$ cat src/hdl/lfru_weighted_replacement_top_macros.svh
// Assertion macros for the weighted replacement tracker.
`ifndef LFRU_WEIGHTED_REPLACEMENT_TOP_MACROS_SVH
`define LFRU_WEIGHTED_REPLACEMENT_TOP_MACROS_SVH
`ifndef SYNTH
`define LFRU_ASSERT_IMPL(label, ante, cons) \
    label: assert property (@(posedge i_clk) disable iff (!i_rst_n) (ante) |-> (cons)) \
        else $error("assertion failed");
`define LFRU_ASSERT_NEXT(label, ante, cons) \
    label: assert property (@(posedge i_clk) disable iff (!i_rst_n) (ante) |=> (cons)) \
        else $error("assertion failed");
`else
`define LFRU_ASSERT_IMPL(label, ante, cons)
`define LFRU_ASSERT_NEXT(label, ante, cons)
`endif
`endif

$ cat src/hdl/lfru_pkg.sv
// Shared types and constants for the weighted replacement tracker.
`default_nettype none
package lfru_pkg;
    localparam int ENTRIES       = 16;
    localparam int FRACTION_BITS = 16;
    localparam int POS_W  = $clog2(ENTRIES);
    localparam int OCC_W  = $clog2(ENTRIES + 1);
    localparam int DIV_W  = 64 + FRACTION_BITS;
    localparam int WT_W   = 65 + FRACTION_BITS;
    localparam int STEP_W = $clog2(DIV_W);
    localparam int TAG_W  = 20;

    localparam logic [1:0] CMD_READ    = 2'd0;
    localparam logic [1:0] CMD_PROBE   = 2'd1;
    localparam logic [1:0] CMD_WRITE   = 2'd2;
    localparam logic [1:0] CMD_RESTART = 2'd3;

    localparam logic [31:0] PERIOD_RESET = 32'd1000;

    typedef struct packed {
        logic [TAG_W-1:0] file;
        logic [TAG_W-1:0] seg;
        logic [31:0]      hits;
        logic [31:0]      last;
    } t_entry;

    typedef struct packed {
        logic take_nbr;
        logic load;
        logic bump;
        logic restart;
    } t_cell_ctl;
endpackage
`default_nettype wire

$ cat src/hdl/lfru_cell.sv
// One storage cell of the age-ordered entry chain.
`default_nettype none
module lfru_cell (
    input  wire logic                  i_clk,
    input  wire lfru_pkg::t_cell_ctl   i_ctl,
    input  wire lfru_pkg::t_entry      i_nbr,
    input  wire lfru_pkg::t_entry      i_new,
    input  wire logic                  i_valid,
    input  wire logic [lfru_pkg::TAG_W-1:0] i_file,
    input  wire logic [lfru_pkg::TAG_W-1:0] i_seg,
    input  wire logic                  i_any,
    output lfru_pkg::t_entry           o_entry,
    output logic                       o_sel,
    output logic                       o_any
);
    lfru_pkg::t_entry r_entry;
    logic match;

    assign match   = i_valid && (r_entry.file == i_file) && (r_entry.seg == i_seg);
    assign o_sel   = match && !i_any;
    assign o_any   = i_any || match;
    assign o_entry = r_entry;

    always_ff @(posedge i_clk) begin
        if (i_ctl.take_nbr) begin
            r_entry <= i_nbr;
        end else if (i_ctl.load) begin
            r_entry <= i_new;
        end else if (i_ctl.bump) begin
            if (r_entry.hits != 32'hFFFF_FFFF) begin
                r_entry.hits <= r_entry.hits + 32'd1;
            end
            r_entry.last <= i_new.last;
        end else if (i_ctl.restart) begin
            r_entry.hits <= 32'd1;
        end
    end
endmodule
`default_nettype wire

$ cat config.mk
export PLATFORM = sky130hd
export DESIGN_NAME = lfru_cell
export DESIGN_NICKNAME = d
export VERILOG_FILES = /design/src/hdl/lfru_weighted_replacement_top_macros.svh /design/src/hdl/lfru_pkg.sv /design/src/hdl/lfru_cell.sv
export SDC_FILE = /design/constraint.sdc
export NUM_CORES = 1
export LEC_CHECK = 0
export BUFFER_PORTS_ARGS = -buffer_cell sky130_fd_sc_hd__buf_2
export CAP_MARGIN = 20
export CORE_ASPECT_RATIO = 1.1
export CORE_MARGIN = 5
export CORE_UTILIZATION = 30
export CTS_CLUSTER_DIAMETER = 100
export CTS_CLUSTER_SIZE = 24
export DETAILED_ROUTE_END_ITERATION = 10
export HOLD_SLACK_MARGIN = 0.12
export PLACE_DENSITY = 0.69
export SLEW_MARGIN = 25
export SYNTH_ARGS = -nofsm -noshare
export SYNTH_HDL_FRONTEND = slang
export SYNTH_SLANG_ARGS = --single-unit
$ cat constraint.sdc
create_clock -name i_clk -period 4.3 [get_ports i_clk]
set_clock_uncertainty 0.15 [all_clocks]
set_input_delay 0.645 -clock i_clk [delete_from_list [all_inputs] [get_ports i_clk]]
set_output_delay 0.645 -clock i_clk [all_outputs]
set_load 0.02 [all_outputs]
==> impl_metrics.py, run 1 <==
metrics = {
    "status": {
        "status": "finished clean",
    },
    "cts": {
        "cts_sinks": 104,
        "hold_buffers": 0,
        "numCtsBuffers": 9,
        "root_buffer": "clkbuf_16",
        "clock_path_buffers": 2,
        "clock_latency_ns": 0.35,
        "clkTransAtPathRegs_ns": 0.08,
        "tritoncts": "built",
        "htreeDepth": 3,
        "ctsResizeCount": 0,
        "postCtsSetupBuffers": 0,
    },
    "cells_and_area": {
        "final_cell_mix": "359 x buf_2, 104 x edfxtp_1, 72 x mux2_2",
        "multi_input_area_mm2": 0.00234,
        "drive_above_1_share_pct": 58.6,
        "utilization_pct": 43.3,
        "largest_reg_flops": 104,
        "num-fill-cells": 1776,
        "fin_cells": 1032,
        "num_antenna_cells": 0,
        "final_net_count": 1040,
        "syn_to_final_growth_pct": 42.1,
        "final_common_cell": "buf_2",
        "seqCellArea_mm2": 0.00312,
    },
    "power": {
        "p_sw_share_pct": 29.0,
        "p_clk_share_pct": 30.5,
        "p_int_mw": 1.98,
        "comb_power_share_pct": 22.0,
        "pwr-share-seq_pct": 47.5,
        "switchingPower_mw": 0.809,
        "p_leak_nw": 3.45,
        "power_density_mw_per_mm2": 351,
        "vdd_drop_max_v": 0.000178,
    },
    "synthesis": {
        "synth_seq_cells": 104,
        "syn-num-nets": 685,
        "syn_avg_cell_area_um2": 13.0,
        "synth_warnings": 0,
        "syn_inst": 429,
        "synth_area_mm2": 0.00559,
        "synth_seq_area_share_pct": 55.9,
        "ys_types": 36,
    },
    "hold_path": {
        "hold_class": "input pin to register",
        "hold_depth": 3,
    },
    "detailed_routing": {
        "routedWlPerCell_um": 17.6,
        "vias": 4855,
        "drtIter0Drc": 245,
        "drtPass1Iterations": 4,
        "via_per_inst": 4.70,
        "routed_wl_um": 18200,
        "ant_nets": 0,
        "drc": 0,
    },
    "worst_setup_path": {
        "cp_max_fo": 2,
        "crit_slowest_cell": "edfxtp_1",
        "cp_cell_sequence": "xnor2_1, nand4_1, nor4_1, nand3_1, nor2_1, buf_2",
        "slowest_delay_ns": 0.46,
        "path_class": "register to output port",
        "crit_path_end_kind": "output port",
        "rr_worst_depth": 6,
        "startpoint_type": "register",
        "arrival_ns": 1.91,
        "critPathRequiredTime_ns": 3.50,
    },
    "global_routing": {
        "grt_pass1_vias": 5113,
        "grt_max_degree": 70,
        "grt_overflow_total": 0,
        "grt_pass1_wl_um": 27100,
        "grtUsageTotal_pct": 16.0,
        "antenna_found_initial": 0,
    },
    "timing": {
        "timing.setup.tns_ns": 0,
        "hold_violations": 0,
        "tightest_slew_ns": 0.952,
        "fin_crit_ns": 2.71,
        "finalCritPeriodShare_pct": 63.0,
        "relSlewSlack_pct": 36.5,
        "drv_slew": 0,
        "max_freq_ghz": 0.369,
        "setup_viol": 0,
        "rsz0062_at_grt": "no",
    },
    "place": {
        "port-buffer-count": 360,
        "dp_hpwl_um": 14500,
        "globalplace.congestion": 0.856,
        "dp_cells": 1016,
    },
    "floorplan": {
        "die_w_um": 140,
        "fp.dieH_um": 153,
        "design.die.area_mm2": 0.0215,
        "io_pins": 361,
        "initial_core_util_pct": 30.4,
        "core_mm2": 0.0183,
        "rows": 52,
    },
    "job": {
        "cap_viol_max_count": 0,
    },
}
==> final timing paths <==
check | from | to | slack [ns]
worst max-delay path | o_entry[67]$_DFFE_PN_ | o_sel | 1.59
worst min-delay path | i_nbr[40] | o_entry[40]$_DFFE_PP_ | 0.42
worst max register to register | o_entry[41]$_DFFE_PP_ | o_entry[37]$_DFFE_PP_ | 1.64
worst min register to register | o_entry[46]$_DFFE_PP_ | o_entry[46]$_DFFE_PP_ | 0.55
==> synth_stat cells, drive strengths merged <==
cell	number	area, um^2
edfxtp	104	3120
mux2	72	811
xnor2	45	394
o21ai	29	149
a22oi	26	195
nand2	24	90.1
xor2	24	210
clkbuf	18	78.8
nand3	17	90.1
nand4	16	100
and3	9	65.1
nor2	7	26.3
inv	6	22.5
a21oi	5	25.0
nor3	5	25.0
buf	4	26.3
a221oi	3	26.3
nor4	3	33.8
nand4b	2	17.5
nor2b	2	12.5
a41oi	1	8.76
and2	1	7.51
and4	1	8.76
ha	1	12.5
nand2b	1	6.26
o221ai	1	8.76
o22ai	1	6.26
or3	1	6.26
==> power groups by stage <==
stage / Sequential (mW) / Clock [mW] / Combinational [mW]
3_3_place_gp: 1.34 / 0 / 0.613
2_1_floorplan: 1.47 / 0 / 0.203
5_1_grt: 1.34 / 0.916 / 0.660
3_5_place_dp: 1.35 / 0 / 0.620
6_report: 1.32 / 0.849 / 0.614
4_1_cts: 1.33 / 0.876 / 0.623
==> per-stage QoR <==
stage / setup WS (ns) / instance area (um^2) / power, mW / hold slack, ns
finish: 1.59 / 7940 / 2.79 / 0.420
global route: 1.44 / 7940 / 2.91 / 0.421
CTS: 1.53 / 7940 / 2.82 / 0.407
detailed placement: 1.36 / 7630 / 1.97 / 0.529
global placement: 1.45 / 7630 / 1.96 / 0.514
floorplan: 1.58 / 5590 / 1.67 / 0.626
==> cells by family (layout without fill, tap and decap cells) <==
kind of cell             Yosys count  count (layout)  share of synthesized area [%]
AO/OA/AOI/OAI                     66              66                           7.50
adder cells (fa/ha/maj)            1               1                          0.224
AND/OR/NAND/NOR                   89              89                           8.76
buffers and inverters             28             388                           2.28
multiplexers                      72              72                           14.5
flip-flops                       104             104                           55.9
XOR/XNOR                          69              69                           10.8
==> area by class of cell <==
| cell class | count | share of cell area, % |
|---|---|---|
| clock inverter | 7 | 0.993 |
| clock buffer | 9 | 2.84 |
| inverter | 6 | 0.284 |
| tap | 243 | 3.83 |
| sequential | 104 | 39.3 |
| timing repair buffer | 366 | 23.3 |
| multi-input combinational | 297 | 29.4 |
==> critical path: cells and delay by family, from the launching register on <==
family,cells,cell delay [ns]
xor+xnor,1,0.31
buf+inv,1,0.17
flops,1,0.46
simple gates,4,0.62
==> layer usage <==
| metal | up-vias | routed length, um | track usage (%) |
|---|---|---|---|
| met1 | 2256 | 6950 | 18.5 |
| met2 | 239 | 9390 | 28.3 |
| met4 | 0 | 367 | 5.68 |
| met5 | - | 0 | 0 |
| li1 | 2340 | - | - |
| met3 | 20 | 1480 | 4.28 |
(Power assumes the default switching activity.)
==> run 2: changes to the inputs <==
==> constraint.sdc (replaced) <==
create_clock -name i_clk -period 2.7 [get_ports i_clk]
set_clock_uncertainty 0.15 [all_clocks]
set_input_delay 0.405 -clock i_clk [delete_from_list [all_inputs] [get_ports i_clk]]
set_output_delay 0.405 -clock i_clk [all_outputs]
set_load 0.02 [all_outputs]
==> run 2 against run 1 <==
  * Critical path type unchanged
  * Largest power group unchanged
  * Sequential cell count unchanged
  * Via count increased by 0.45%
  * Setup slack got worse by 1.4 ns
  * Wire length decreased by 0.86%
  * Non-clock buffer count increased by 5
  * Clock power increased by 67%
  * Cell area increased by 1.0%
==> impl_metrics.py, run 2 (synthesized netlist as in run 1, its figures left out) <==
metrics = {
    "cts": {
        "root_buffer": "clkbuf_16",
        "clock_path_buffers": 2,
        "clkTransAtPathRegs_ns": 0.08,
        "hold_buffers": 0,
        "cts_sinks": 104,
        "clock_latency_ns": 0.35,
        "htreeDepth": 3,
        "tritoncts": "built",
        "numCtsBuffers": 9,
    },
    "hold_path": {
        "hold_start": "i_nbr[41]",
        "worstHoldEndpoint": "o_entry[41]$_DFFE_PP_",
        "hold_class": "input pin to register",
        "hold_depth": 3,
    },
    "place": {
        "port-buffer-count": 360,
        "dp_hpwl_um": 14500,
        "dpl_cell_area_mm2": 0.00769,
        "globalplace.congestion": 0.917,
        "dp_slack_ns": 0.398,
    },
    "worst_setup_path": {
        "arrival_ns": 1.97,
        "rr_worst_depth": 7,
        "path_class": "register to output port",
        "slowest_delay_ns": 0.45,
        "crit_family": "simple AND/OR/NAND/NOR gates",
        "startpoint_type": "register",
        "r2r-start": "o_entry[32]$_DFFE_PP_",
        "crit_path_end_kind": "output port",
        "r2r_slack_ns": 0.50,
        "critPathRequiredTime_ns": 2.14,
        "r2r-end": "o_entry[58]$_DFFE_PP_",
        "cp_max_fo": 2,
        "crit_slowest_cell": "edfxtp_1",
        "cp_cell_sequence": "xnor2_1, nand4_1, nor4_2, buf_4, nand3_1, nor2_1, buf_2",
        "worst-path-buf-inv": 2,
    },
    "detailed_routing": {
        "via_per_inst": 4.70,
        "vias": 4877,
        "drtIter0Drc": 338,
        "ant_nets": 0,
        "drtPass1Iterations": 4,
        "routedWlPerCell_um": 17.4,
        "top_layer_used": "met5",
        "routed_wl_um": 18000,
        "drc": 0,
        "wl_met1_um": 6600,
        "wl_met3_um": 1720,
        "met2_length_um": 9260,
    },
    "global_routing": {
        "grtUsageTotal_pct": 16.0,
        "grt_max_degree": 90,
        "grt_pass1_vias": 4995,
        "grt_pass1_wl_um": 27000,
        "antenna_found_initial": 1,
        "grt_overflow_total": 0,
    },
    "timing": {
        "fin_crit_ns": 2.53,
        "relSlewSlack_pct": 53.1,
        "timing.setup.tns_ns": 0,
        "setup_viol": 0,
        "tightest_slew_ns": 0.702,
        "max_freq_ghz": 0.396,
        "drv_slew": 0,
        "finalCritPeriodShare_pct": 93.6,
        "setup_ws_ns": 0.172,
        "rsz0062_at_grt": "no",
        "hold_violations": 0,
    },
    "power": {
        "vdd_drop_max_v": 0.000258,
        "power_density_mw_per_mm2": 562,
        "total_power_mw": 4.50,
        "p_leak_nw": 3.49,
    },
    "cells_and_area": {
        "largest_reg_flops": 104,
        "drive_above_1_share_pct": 59.1,
        "final_cell_mix": "359 x buf_2, 104 x edfxtp_1, 72 x mux2_2",
        "num_antenna_cells": 0,
        "utilization_pct": 43.7,
        "fin_area_mm2": 0.00802,
        "final_common_cell": "buf_2",
        "syn_to_final_growth_pct": 43.6,
        "final_net_count": 1045,
    },
    "floorplan": {
        "die_w_um": 140,
        "design.die.area_mm2": 0.0215,
        "rows": 52,
        "core_mm2": 0.0183,
        "fp.dieH_um": 153,
        "io_pins": 361,
        "initial_core_util_pct": 30.4,
    },
    "job": {
        "cap_viol_max_count": 0,
    },
    "status": {
        "status": "finished clean",
    },
}
## run 2: cell count changes in the layout (fill, tap and decap cells not counted), sizes merged
| cell | delta |
|---|---|
| clkinv | +1 |
| buf | +5 |
| inv | -2 |
| bufinv | +1 |
## run 2: timing repair
item                       4_1_cts  5_1_grt
hold endpoints to repair         0        0
setup buffers                    0        0
setup endpoints to repair        0        1
gates resized for setup          0        2
## run 2: through the flow
stage          std cells  hold slack (ns)
2_1_floorplan        429            0.446
3_3_place_gp        1021            0.517
3_5_place_dp        1021            0.530
4_1_cts             1037            0.169
5_1_grt             1037            0.178
6_report            1037            0.189
## run 2: power by group
group          total, mW  leakage, nW  internal, mW  switching, mW
Combinational      0.981         2.25         0.445          0.536
Clock               1.42        0.153         0.814          0.604
Sequential          2.11         1.09          1.98          0.126
Total               4.50         3.49          3.24           1.27
## run 2: how the worst max path moves through the flow
stage / startpoint / endpoint / slack (ns) / cells after the start
final: o_entry[101]$_DFFE_PN_ / o_sel / 0.17 / 7
after global routing: o_entry[101]$_DFFE_PN_ / o_sel / 0.02 / 7
after CTS: o_entry[101]$_DFFE_PN_ / o_sel / 0.11 / 7
after detailed placement: i_file[10] / o_sel / 0.40 / 8
after global placement: i_file[10] / o_sel / 0.44 / 8
after floorplan: o_entry[32]$_DFFE_PP_ / o_entry[32]$_DFFE_PP_ / 0.26 / 7
## run 2: layout make-up
class,count,area (um^2)
fill,1746,10300
sequential,104,3120
clock buffer,9,225
tap,243,304
clock inverter,7,93.8
inverter,6,22.5
timing repair buffer,371,1900
multi-input combinational,297,2350
## run 2: routing by layer
layer  track usage [%]  up-vias
met4              6.37        2
met2              27.8      275
met5                 0        -
li1                  -     2342
met1              18.4     2231
met3              4.69       27
## run 2: tightest hold or removal path: stages
cell	delay, ns
buf_2	0.07
nand2_1	0.04
o21ai_0	0.06
